--- config.mk ---
export PLATFORM = sky130hd
export DESIGN_NAME = series_offset_merge
export DESIGN_NICKNAME = d
export VERILOG_FILES = /design/src/design/som_pkg.sv /design/src/design/som_div.sv /design/src/design/series_offset_merge.sv
export SDC_FILE = /design/constraint.sdc
export NUM_CORES = 2
export LEC_CHECK = 0
export BUFFER_PORTS_ARGS = -buffer_cell sky130_fd_sc_hd__buf_2
export CORE_MARGIN = 5
export CORE_UTILIZATION = 52
export CTS_CLUSTER_DIAMETER = 120
export DETAILED_ROUTE_END_ITERATION = 16
export GPL_TIMING_DRIVEN = 1
export PLACE_DENSITY_LB_ADDON = 0.05
export SLEW_MARGIN = 20
export SYNTH_ARGS = -nofsm -noshare
export SYNTH_HDL_FRONTEND = slang
export SYNTH_SLANG_ARGS = --single-unit
export TNS_END_PERCENT = 30
--- constraint.sdc ---
create_clock -name clk -period 17.6 [get_ports clk]
set_clock_uncertainty 0.2 [all_clocks]
set_input_delay 4.4 -clock clk [delete_from_list [all_inputs] [get_ports clk]]
set_output_delay 4.4 -clock clk [all_outputs]
set_load 0.05 [all_outputs]
--- src/design/som_pkg.sv ---
// shared types, constants and helpers for the series offset merge block
`default_nettype none

package som_pkg;

	// field widths
	localparam int VAL_W   = 16;
	localparam int WGT_W   = 24;
	localparam int NW_W    = 17;
	localparam int MINY_W  = 8;
	localparam int YRS_W   = 9;
	localparam int SUM_W   = 32;
	localparam int CNT_W   = 13;

	// overlap count limit
	localparam int MAX_MONTHS = 4096;
	localparam int COUNT_CAP  = (MAX_MONTHS < 8191) ? MAX_MONTHS : 8191;
	localparam logic [CNT_W-1:0] CNT_CAP_V = CNT_W'(COUNT_CAP);

	// months to years by reciprocal multiply, exact for counts below 8192
	localparam int RECIP_W    = 12;
	localparam int YEAR_SHIFT = 15;
	localparam logic [RECIP_W-1:0] YEAR_RECIP = RECIP_W'(2731);
	localparam int YRS_FULL_W = CNT_W + RECIP_W - YEAR_SHIFT;

	// datapath widths
	localparam int CORR_W = VAL_W + 1;
	localparam int MA_W   = WGT_W + 1;
	localparam int PROD_W = MA_W + CORR_W;
	localparam int WSUM_W = WGT_W + 1;
	localparam int QDIV_W = VAL_W;
	localparam int NUM_W  = WSUM_W + QDIV_W;
	localparam int QCNT_W = $clog2(QDIV_W);

	// configuration register indexes
	localparam int CFG_IDX_W = 2;
	localparam logic [CFG_IDX_W-1:0] CFG_NEW_WEIGHT = CFG_IDX_W'(0);
	localparam logic [CFG_IDX_W-1:0] CFG_MIN_YEARS  = CFG_IDX_W'(1);
	localparam logic [NW_W-1:0] NEW_WEIGHT_RST = NW_W'(65536);

	// command and result kind codes
	localparam logic CMD_MEASURE  = 1'b0;
	localparam logic CMD_MERGE    = 1'b1;
	localparam logic KIND_SUMMARY = 1'b0;
	localparam logic KIND_MONTH   = 1'b1;

	typedef struct packed {
		logic                    command;
		logic signed [VAL_W-1:0] merged_value;
		logic                    merged_valid;
		logic [WGT_W-1:0]        merged_weight;
		logic signed [VAL_W-1:0] new_value;
		logic                    new_valid;
		logic                    last_item;
	} in_item_t;

	typedef struct packed {
		logic                    result_kind;
		logic signed [VAL_W-1:0] out_value;
		logic                    out_valid;
		logic [WGT_W-1:0]        out_weight;
		logic signed [VAL_W-1:0] offset_diff;
		logic [YRS_W-1:0]        overlap_years;
		logic                    merge_enabled;
		logic                    last_out;
	} res_item_t;

	typedef struct packed {
		logic                    start;
		logic signed [NUM_W-1:0] dividend;
		logic [WSUM_W-1:0]       divisor;
	} div_req_t;

	typedef struct packed {
		logic                     done;
		logic signed [QDIV_W-1:0] quotient;
	} div_rsp_t;

	// clamp a one-bit-wider signed value to the value range
	function automatic logic signed [VAL_W-1:0] sat_val(input logic signed [CORR_W-1:0] v);
		logic signed [VAL_W-1:0] r;
		if (v[CORR_W-1] != v[CORR_W-2]) begin
			r = v[CORR_W-1] ? {1'b1, {(VAL_W-1){1'b0}}} : {1'b0, {(VAL_W-1){1'b1}}};
		end else begin
			r = v[VAL_W-1:0];
		end
		return r;
	endfunction

endpackage

`default_nettype wire

--- src/design/som_div.sv ---
// serial signed divider, one quotient bit per cycle, saturating quotient
`default_nettype none

module som_div (
	input  wire logic              clk,
	input  wire logic              arst_n,
	input  wire som_pkg::div_req_t req,
	output som_pkg::div_rsp_t      rsp
);
	import som_pkg::*;

	localparam logic [1:0] DV_IDLE  = 2'd0;
	localparam logic [1:0] DV_CHECK = 2'd1;
	localparam logic [1:0] DV_RUN   = 2'd2;
	localparam logic [1:0] DV_DONE  = 2'd3;

	logic [1:0]        st_q;
	logic              neg_q;
	logic              ovf_q;
	logic [NUM_W-1:0]  rem_q;
	logic [NUM_W-1:0]  dvs_q;
	logic [QDIV_W-1:0] quo_q;
	logic [QCNT_W-1:0] cnt_q;

	logic [NUM_W-1:0]  mag;
	logic              ge;

	// magnitude of the dividend
	assign mag = req.dividend[NUM_W-1] ? NUM_W'(-req.dividend) : NUM_W'(req.dividend);
	assign ge  = (rem_q >= dvs_q);

	// sequencer: overflow check then restoring steps
	always_ff @(posedge clk or negedge arst_n) begin
		if (!arst_n) begin
			st_q <= DV_IDLE;
		end else begin
			case (st_q)
				DV_IDLE: begin
					if (req.start) begin
						st_q <= DV_CHECK;
					end
				end
				DV_CHECK: begin
					st_q <= ge ? DV_DONE : DV_RUN;
				end
				DV_RUN: begin
					if (cnt_q == '0) begin
						st_q <= DV_DONE;
					end
				end
				DV_DONE: begin
					st_q <= DV_IDLE;
				end
				default: begin
					st_q <= DV_IDLE;
				end
			endcase
		end
	end

	// datapath registers
	always_ff @(posedge clk) begin
		case (st_q)
			DV_IDLE: begin
				rem_q <= mag;
				dvs_q <= {req.divisor, {QDIV_W{1'b0}}};
				neg_q <= req.dividend[NUM_W-1];
				quo_q <= '0;
				ovf_q <= 1'b0;
			end
			DV_CHECK: begin
				ovf_q <= ge;
				dvs_q <= dvs_q >> 1;
				cnt_q <= QCNT_W'(QDIV_W - 1);
			end
			DV_RUN: begin
				if (ge) begin
					rem_q <= rem_q - dvs_q;
				end
				quo_q <= {quo_q[QDIV_W-2:0], ge};
				dvs_q <= dvs_q >> 1;
				cnt_q <= cnt_q - QCNT_W'(1);
			end
			default: begin
			end
		endcase
	end

	// signed, saturated quotient
	always_comb begin
		rsp.done = (st_q == DV_DONE);
		if (neg_q) begin
			if (ovf_q || (quo_q > {1'b1, {(QDIV_W-1){1'b0}}})) begin
				rsp.quotient = {1'b1, {(QDIV_W-1){1'b0}}};
			end else begin
				rsp.quotient = -quo_q;
			end
		end else begin
			if (ovf_q || quo_q[QDIV_W-1]) begin
				rsp.quotient = {1'b0, {(QDIV_W-1){1'b1}}};
			end else begin
				rsp.quotient = quo_q;
			end
		end
	end

endmodule

`default_nettype wire

--- src/design/series_offset_merge.sv ---
// Merges a new monthly series into a weighted merged series in two passes.
// A measure summary with pairs passes the sum, divider wait and put states; a merge item
// that needs an average passes the merge, multiply, add, divider wait and put states; any
// other result goes from sum or merge to put. The next item is accepted once the result
// is loaded into the output register; a measure item with no result keeps the block idle.
// Reset clears the sums, the stored offset and enable, and restores config defaults.
`default_nettype none

module series_offset_merge (
	input  wire logic                            clk,
	input  wire logic                            arst_n,
	input  wire logic                            in_valid,
	output logic                                 in_ready,
	input  wire som_pkg::in_item_t               in_data,
	output logic                                 res_valid,
	input  wire logic                            res_ready,
	output som_pkg::res_item_t                   res_data,
	input  wire logic                            cfg_valid,
	output logic                                 cfg_ready,
	input  wire logic [som_pkg::CFG_IDX_W-1:0]   cfg_index,
	input  wire logic [som_pkg::NW_W-1:0]        cfg_data
);
	import som_pkg::*;

	localparam logic [2:0] ST_IDLE = 3'd0;
	localparam logic [2:0] ST_SUM  = 3'd1;
	localparam logic [2:0] ST_MRG  = 3'd2;
	localparam logic [2:0] ST_MUL2 = 3'd3;
	localparam logic [2:0] ST_ADD  = 3'd4;
	localparam logic [2:0] ST_WAIT = 3'd5;
	localparam logic [2:0] ST_PUT  = 3'd6;

	logic [2:0]              st_q;
	in_item_t                item_q;
	res_item_t               res_q;
	res_item_t               out_q;
	logic                    out_vld_q;
	logic signed [SUM_W-1:0] diff_sum_q;
	logic [CNT_W-1:0]        pc_q;
	logic signed [VAL_W-1:0] offset_q;
	logic                    allowed_q;
	logic [NW_W-1:0]         nw_q;
	logic [MINY_W-1:0]       miny_q;
	logic signed [NUM_W-1:0] acc_q;
	logic signed [NUM_W-1:0] prod_q;
	logic [WSUM_W-1:0]       wsum_q;

	logic                          in_acc;
	logic                          pair_ok;
	logic signed [SUM_W-1:0]       diff;
	logic signed [CORR_W-1:0]      corr;
	logic signed [MA_W-1:0]        mul_a;
	logic signed [CORR_W-1:0]      mul_b;
	logic signed [PROD_W-1:0]      product;
	logic [CNT_W+RECIP_W-1:0]      yrs_prod;
	logic [YRS_FULL_W-1:0]         years_full;
	logic [YRS_W-1:0]              years_sat;
	logic                          en;
	logic [WSUM_W-1:0]             wsum;
	logic                          put_go;
	div_req_t                      dreq;
	div_rsp_t                      drsp;

	assign in_ready  = (st_q == ST_IDLE);
	assign in_acc    = in_valid && in_ready;
	assign cfg_ready = 1'b1;
	assign res_valid = out_vld_q;
	assign res_data  = out_q;
	assign put_go    = (st_q == ST_PUT) && (!out_vld_q || res_ready);

	// measure pass difference
	assign pair_ok = in_data.merged_valid && in_data.new_valid && (pc_q < CNT_CAP_V);
	assign diff = {{(SUM_W-VAL_W){in_data.new_value[VAL_W-1]}}, in_data.new_value}
		- {{(SUM_W-VAL_W){in_data.merged_value[VAL_W-1]}}, in_data.merged_value};

	// offset-corrected new value
	assign corr = {item_q.new_value[VAL_W-1], item_q.new_value}
		- {offset_q[VAL_W-1], offset_q};

	// overlap years and enable
	assign yrs_prod   = {{RECIP_W{1'b0}}, pc_q} * {{CNT_W{1'b0}}, YEAR_RECIP};
	assign years_full = yrs_prod[CNT_W+RECIP_W-1:YEAR_SHIFT];
	assign years_sat  = (years_full > YRS_FULL_W'({YRS_W{1'b1}})) ? {YRS_W{1'b1}}
		: years_full[YRS_W-1:0];
	assign en = (years_full >= YRS_FULL_W'(miny_q));

	assign wsum = {1'b0, item_q.merged_weight} + WSUM_W'(nw_q);

	// shared multiplier: merged weight times merged value, then new weight times corrected value
	always_comb begin
		if (st_q == ST_MUL2) begin
			mul_a = MA_W'(nw_q);
			mul_b = corr;
		end else begin
			mul_a = {1'b0, item_q.merged_weight};
			mul_b = {item_q.merged_value[VAL_W-1], item_q.merged_value};
		end
		product = mul_a * mul_b;
	end

	// divider request
	always_comb begin
		dreq.start = ((st_q == ST_SUM) && (pc_q != '0)) || (st_q == ST_ADD);
		if (st_q == ST_SUM) begin
			dreq.dividend = {{(NUM_W-SUM_W){diff_sum_q[SUM_W-1]}}, diff_sum_q};
			dreq.divisor  = WSUM_W'(pc_q);
		end else begin
			dreq.dividend = acc_q + prod_q;
			dreq.divisor  = wsum_q;
		end
	end

	som_div u_div (
		.clk    (clk),
		.arst_n (arst_n),
		.req    (dreq),
		.rsp    (drsp)
	);

	// sequencer and control state
	always_ff @(posedge clk or negedge arst_n) begin
		if (!arst_n) begin
			st_q       <= ST_IDLE;
			out_vld_q  <= 1'b0;
			diff_sum_q <= '0;
			pc_q       <= '0;
			offset_q   <= '0;
			allowed_q  <= 1'b0;
			nw_q       <= NEW_WEIGHT_RST;
			miny_q     <= '0;
		end else begin
			// configuration writes
			if (cfg_valid && cfg_ready) begin
				case (cfg_index)
					CFG_NEW_WEIGHT: nw_q   <= cfg_data;
					CFG_MIN_YEARS:  miny_q <= cfg_data[MINY_W-1:0];
					default: begin
					end
				endcase
			end

			// output register handoff
			if (put_go) begin
				out_vld_q <= 1'b1;
			end else if (res_ready) begin
				out_vld_q <= 1'b0;
			end

			case (st_q)
				ST_IDLE: begin
					if (in_acc) begin
						if (in_data.command == CMD_MERGE) begin
							st_q <= ST_MRG;
						end else begin
							if (pair_ok) begin
								diff_sum_q <= diff_sum_q + diff;
								pc_q       <= pc_q + CNT_W'(1);
							end
							if (in_data.last_item) begin
								st_q <= ST_SUM;
							end
						end
					end
				end
				ST_SUM: begin
					diff_sum_q <= '0;
					pc_q       <= '0;
					if (pc_q == '0) begin
						offset_q  <= '0;
						allowed_q <= 1'b0;
						st_q      <= ST_PUT;
					end else begin
						allowed_q <= en;
						st_q      <= ST_WAIT;
					end
				end
				ST_MRG: begin
					if (item_q.new_valid && allowed_q && item_q.merged_valid && (wsum != '0)) begin
						st_q <= ST_MUL2;
					end else begin
						st_q <= ST_PUT;
					end
				end
				ST_MUL2: begin
					st_q <= ST_ADD;
				end
				ST_ADD: begin
					st_q <= ST_WAIT;
				end
				ST_WAIT: begin
					if (drsp.done) begin
						if (item_q.command == CMD_MEASURE) begin
							offset_q <= drsp.quotient;
						end
						st_q <= ST_PUT;
					end
				end
				ST_PUT: begin
					if (put_go) begin
						st_q <= ST_IDLE;
					end
				end
				default: begin
					st_q <= ST_IDLE;
				end
			endcase
		end
	end

	// item, result and datapath registers
	always_ff @(posedge clk) begin
		if (in_acc) begin
			item_q <= in_data;
		end
		if (put_go) begin
			out_q <= res_q;
		end
		case (st_q)
			ST_SUM: begin
				res_q.result_kind   <= KIND_SUMMARY;
				res_q.out_value     <= '0;
				res_q.out_valid     <= 1'b0;
				res_q.out_weight    <= '0;
				res_q.offset_diff   <= '0;
				res_q.last_out      <= 1'b1;
				res_q.overlap_years <= (pc_q == '0) ? '0 : years_sat;
				res_q.merge_enabled <= (pc_q == '0) ? 1'b0 : en;
			end
			ST_MRG: begin
				res_q.result_kind   <= KIND_MONTH;
				res_q.offset_diff   <= offset_q;
				res_q.overlap_years <= '0;
				res_q.merge_enabled <= allowed_q;
				res_q.last_out      <= item_q.last_item;
				acc_q               <= product[NUM_W-1:0];
				wsum_q              <= wsum;
				// missing new month or merging disabled passes the entry through
				if (!(item_q.new_valid && allowed_q)) begin
					res_q.out_value  <= item_q.merged_value;
					res_q.out_valid  <= item_q.merged_valid;
					res_q.out_weight <= item_q.merged_weight;
				end else if (!item_q.merged_valid) begin
					res_q.out_value  <= sat_val(corr);
					res_q.out_valid  <= 1'b1;
					res_q.out_weight <= WGT_W'(nw_q);
				end else begin
					res_q.out_value  <= item_q.merged_value;
					res_q.out_valid  <= 1'b1;
					res_q.out_weight <= wsum[WSUM_W-1] ? {WGT_W{1'b1}} : wsum[WGT_W-1:0];
				end
			end
			ST_MUL2: begin
				prod_q <= product[NUM_W-1:0];
			end
			ST_WAIT: begin
				if (drsp.done) begin
					if (item_q.command == CMD_MEASURE) begin
						res_q.offset_diff <= drsp.quotient;
					end else begin
						res_q.out_value <= drsp.quotient;
					end
				end
			end
			default: begin
			end
		endcase
	end

endmodule

`default_nettype wire

Word level (Yosys, flattened, before mapping)
Cells that the tools add are included.
Cells by class
  mux-type cells: 54
  reductions and logical operators: 39
  equality and inequality tests: 23
  add/subtract/negate cells: 10
  multiply operators: 2
  $lt $le $gt $ge: 5
Operators with widths (count)
  $mux W41: 4
  $pmux W41 S2: 2
  $mux W16: 10
  $mux W32: 3
  $pmux W16 S3: 2
  $mux W66: 1
  $pmux W16 S2: 2
  $pmux W32 S2: 1
  $pmux W25 S2: 1
  $mux W24: 2
  $add A41 B41 Y41: 1
  $ge A41 B41 Y1: 1
  $mul A25 B17 Y41: 1
  $neg A41 Y41: 1
  $sub A41 B41 Y41: 1
  $mux W13: 3
  $sub A16 B16 Y17: 2
  $add A32 B17 Y32: 1
  $pmux W13 S2: 1
  $add A24 B17 Y25: 1
  $mul A13 B12 Y25 const B: 1
  $reduce_bool A25 Y1: 1
  $pmux W11 S2: 1
  $pmux W3 S7: 1
  38 further kinds: 88
Storage, ports and cells
  output and inout bits: 72
  flip-flop bits (word level): 502

Longest topological paths before layout
  depth in word-level cells: 7
  depth in mapped cells: 38
  depth with buffers taken out: 37

Hierarchy
From an unflattened synthesis, not the netlist that was laid out.
Second synthesis, totals
  cell total of the unflattened synthesis: 4739
  area, all modules: 45737.6 sq um
By module, submodules not included
  series_offset_merge: area each 37488.5 sq um, cells each 3826, sequential area each 11437.2 sq um, times used 1
  som_div: area each 8249.2 sq um, cells each 913, sequential area each 3173.0 sq um, times used 1

Least setup slack after synthesis
OpenSTA, ideal clock, no wires.
  kind: register -> register
  start point: reg st_q[0]
  end point: reg acc_q[40], data pin
  setup slack: 8.550 ns
  arrival time: 8.586 ns
  buffers on the path: 2
  library setup time: 0.264 ns
  stages on the path, launching flop included: 32
  cells stage by stage: dfrtp_1 clkbuf_1 nor2b_1 nand2_1 inv_2 buf_1 nand2_1 nand2_1 nand2_1 fa_1 inv_1 fa_1 inv_1 fa_1 inv_1 fa_1 inv_1 fa_1 inv_1 fa_1 ha_1 a21o_1 a21o_1 a21o_1 a2111oi_0 a21oi_1 o21ai_0 a41oi_1 a211oi_1 o21bai_1 a21oi_1 xnor2_1
Between the ends
  word-level cells in the longest chain between the ends: 3
  elaborated cells between the ends (all ways): 4
  those cells by class: mul: 1; eq/ne: 1; mux: 2
RTL lines
  start, declared: RTL line series_offset_merge.sv:33  | logic [2:0] st_q;
  start signal, assigned: RTL line series_offset_merge.sv:123  | st_q <= ST_IDLE;
  start signal, assigned: RTL line series_offset_merge.sv:153  | st_q <= ST_MRG;
  start signal, assigned: RTL line series_offset_merge.sv:160  | st_q <= ST_SUM;
  $eq A3 B2 Y1 *: RTL line series_offset_merge.sv:91  | if (st_q == ST_MUL2) begin
  $mux W24 or $mux W17 (tied branches): RTL line series_offset_merge.sv:91
  $mul A25 B17 Y41 *: RTL line series_offset_merge.sv:98  | product = mul_a * mul_b;
  net product[40]: RTL line series_offset_merge.sv:54  | logic signed [PROD_W-1:0] product;
  end signal, assigned: RTL line series_offset_merge.sv:235  | acc_q <= product[NUM_W-1:0];
  end, declared: RTL line series_offset_merge.sv:44  | logic signed [NUM_W-1:0] acc_q;
The timed path passes the listed nets; every way through them passes the cells marked *.
A chain may end at the register's enable or synchronous reset.

Worst setup path in the final report
  start point: reg offset_q[0]
  end point: reg prod_q[38], data pin
Between the ends
  word-level cells in the longest chain between the ends: 3
RTL lines
  start, declared: RTL line series_offset_merge.sv:40  | logic signed [VAL_W-1:0] offset_q;
  start signal, assigned: RTL line series_offset_merge.sv:193  | offset_q <= drsp.quotient;
  $sub A16 B16 Y17: RTL line series_offset_merge.sv:78  | - {offset_q[VAL_W-1], offset_q};
  $mux W17: RTL line series_offset_merge.sv:91
  $mul A25 B17 Y41: RTL line series_offset_merge.sv:98
  net product[38]: RTL line series_offset_merge.sv:54
  end signal, assigned: RTL line series_offset_merge.sv:253  | prod_q <= product[NUM_W-1:0];
  end, declared: RTL line series_offset_merge.sv:45  | logic signed [NUM_W-1:0] prod_q;
The timed path passes the listed nets, and every way through them passes these cells.

==> flow_summary.ini <==
[routing]
drtAntennaViolNets = 0
routed_wirelength_mm = 141
vias = 35600
drt_pass1_iterations = 5
wl_per_cell_um = 23.1
viasPerCell = 5.82
drt_iter0_markers = 3298
drcViolationCount = 0

[global_route]
grt_max_degree = 61
grt_pass1_vias = 35000
grtUsageTotal = 0.294
antenna_found_initial = 3
grt_overflow_total = 0
grt_pass1_wl_mm = 213

[worst_setup_path]
crit_start = offset_q[0]$_DFFE_PN0P_
worstSetupPathType = reg2reg
crit_top_cell = fa_1
startpoint_type = register
r2r_start = offset_q[0]$_DFFE_PN0P_
slowest_stage = a2111oi_0
cp-end-kind = register
required_ns = 17.76
crit_arrival_ns = 10.47
cp_max_fo = 21
crit_path_max_incr_delay_ns = 0.79

[cts]
postCtsHoldBufs = 0
cts_setup_buffers = 0
htreeDepth = 2
worstSkewPairLatency_ns = 0.70
cts_tree = yes
ctsResizeCount = 0
cts_sinks = 502
root_buffer = clkbuf_16
numCtsBuffers = 56
path_clk_slew_ns = 0.06
cts_max_path_buffers = 3

[synth]
syn_area_per_cell_um2 = 9.57
synth_edf_count = 409
yosysSeqAreaShare = 0.316
yosys_warnings = 0
synth_top_cell_area_share = 0.266
synth_area_leaders = edfxtp_1 27%, fa_1 18%, ha_1 11%
syn_nets = 5709
ys_seq_elements = 502
yosysUniqueCellTypes = 91
async_flop_share = 0.185
ys.flop_type = edfxtp_1
netlist_instances = 4825
synth_top_area_cell = edfxtp_1
syn_area_um2 = 46200

[timing]
final.setup.tns_ns = 0
fmax_ghz = 0.0970
tightest_slew_ns = 1.15
setup_viol = 0
slew_headroom = 0.230
hold_viol = 0
fin_crit_ns = 10.30
drv_slew = 0
rsz0062_at_grt = false
fin_crit_sh = 0.585

[pwr]
fin_total_pwr_mw = 2.73
worst_ir_drop_vdd_mv = 0.0805
power_per_cell_area_nw_per_um2 = 54.6
p_leak_nw = 22.9

[cells_and_area]
antenna-diode-count = 0
nets = 5791
area_growth_pct = 8.31
postLayoutCoreUtil = 0.567
design_area_um2 = 50000
layout_common_cells = 763 x inv_1, 570 x nand2_1, 409 x fa_1, 409 x edfxtp_1, 389 x ha_1
drive_gt1_frac = 0.0797
final_common_cell = inv_1

[placed_design]
gp_congestion = 0.955
io_buffers = 154
place_area_um2 = 48200
dp_hpwl_mm = 112

[worst_hold_path]
hold_start = res_q[59]$_DFFE_PP_
min_path_type = reg2reg

[floorplan]
initial_utilization = 0.523
coreArea_um2 = 88200
io_pins = 156
std_cell_rows = 109
dieArea_um2 = 94900
die_w_um = 308
die_h_um = 308

[status]
status = complete, no violations

[run]
max_cap_violations = 0
## layer usage
metal  vias to the layer above  wire, um  track usage
met5                         -         0            0
met4                         0      4800       0.0891
met3                       237      9840       0.0381
met2                      1298     63000        0.460
met1                     17600     63800        0.432
li1                      16500         -            -
## kinds of logic after synthesis
logic type | share of synthesized area
compound gates | 0.130
xor+xnor | 0.0394
fa+ha+maj | 0.284
buf+inv | 0.0786
flops | 0.316
mux | 0.0190
other cells | 0.0000812
simple gates | 0.132
## per-stage QoR
step                setup slack [ns]  hold slack (ns)  instances
global route                    6.63            0.176       6119
floorplan                       8.55            0.200       4825
finish                          7.30            0.152       6119
CTS                             7.34            0.168       6119
detailed placement              7.43            0.206       6014
global placement                7.57            0.202       6013
## layout make-up
class / count / area (um2)
well taps: 1165 / 1460
clock buffers: 62 / 1430
inverters: 768 / 2880
flip-flops and latches: 502 / 14600
repair buffers: 209 / 1210
clock inverters: 43 / 420
fillers: 7973 / 38200
multi-input cells: 3370 / 28000
## sequential cells by signal, summed over array words and instances (netlist names), 4 cells and up
| name | flops |
|---|---|
| acc_q | 41 |
| diff_sum_q | 32 |
| item_q | 60 |
| miny_q | 8 |
| nw_q | 17 |
| offset_q | 16 |
| pc_q | 13 |
| prod_q | 41 |
| res_data | 69 |
| res_q | 69 |
| u_div.cnt_q | 4 |
| u_div.dvs_q | 41 |
| u_div.quo_q | 16 |
| u_div.rem_q | 41 |
| wsum_q | 25 |
## critical path: cells and delay by family, from the launching register on
family          cells  cell delay, ns
compound gates     16            4.15
fa+ha+maj           9            3.84
buf+inv             3            0.78
simple gates        4            0.46
flops               1            0.40
xor+xnor            1            0.12
## power by group
| group | total [mW] | internal, mW | leakage (nW) | switching (mW) |
|---|---|---|---|---|
| clock | 1.19 | 0.666 | 0.900 | 0.525 |
| sequential | 1.30 | 1.29 | 5.02 | 0.0163 |
| combinational | 0.236 | 0.0908 | 17.0 | 0.145 |
| total | 2.73 | 2.04 | 22.9 | 0.686 |
## cells in the mapped netlist, types with 18 or more instances
master and n:
inv_1 767, nand2_1 573, edfxtp_1 409, fa_1 409
ha_1 391, nor2_1 313, o21ai_0 229, a21oi_1 222
clkbuf_1 142, xnor2_1 142, a21o_1 100, dfrtp_1 92
nand3_1 85, xor2_1 66, and2_1 59, and3_1 58
nor3_1 58, mux2i_1 54, o21a_1 42, nand4_1 38
a31oi_1 37, o31ai_1 33, mux2_2 29, nand2b_1 29
o211ai_1 28, a211oi_1 27, o221ai_1 26, nor2b_1 25
or2_2 24, o21bai_1 22, o22ai_1 22, buf_2 20
or3_1 20, buf_1 19, o21ai_1 18
## path summary, 6_finish.rpt
check | cells after the start | slack (ns) | to
min | 0 | 0.15 | res_data[59]$_DFFE_PP_
max reg2reg | 33 | 7.30 | prod_q[38]$_DFFE_PP_
max | 33 | 7.30 | prod_q[38]$_DFFE_PP_
max in group asynchronous | 2 | 12.33 | diff_sum_q[19]$_DFFE_PN0P_
min in group asynchronous | 1 | 3.56 | nw_q[2]$_DFFE_PN0P_
min reg2reg | 0 | 0.15 | res_data[59]$_DFFE_PP_
(Power assumes the default switching activity.)
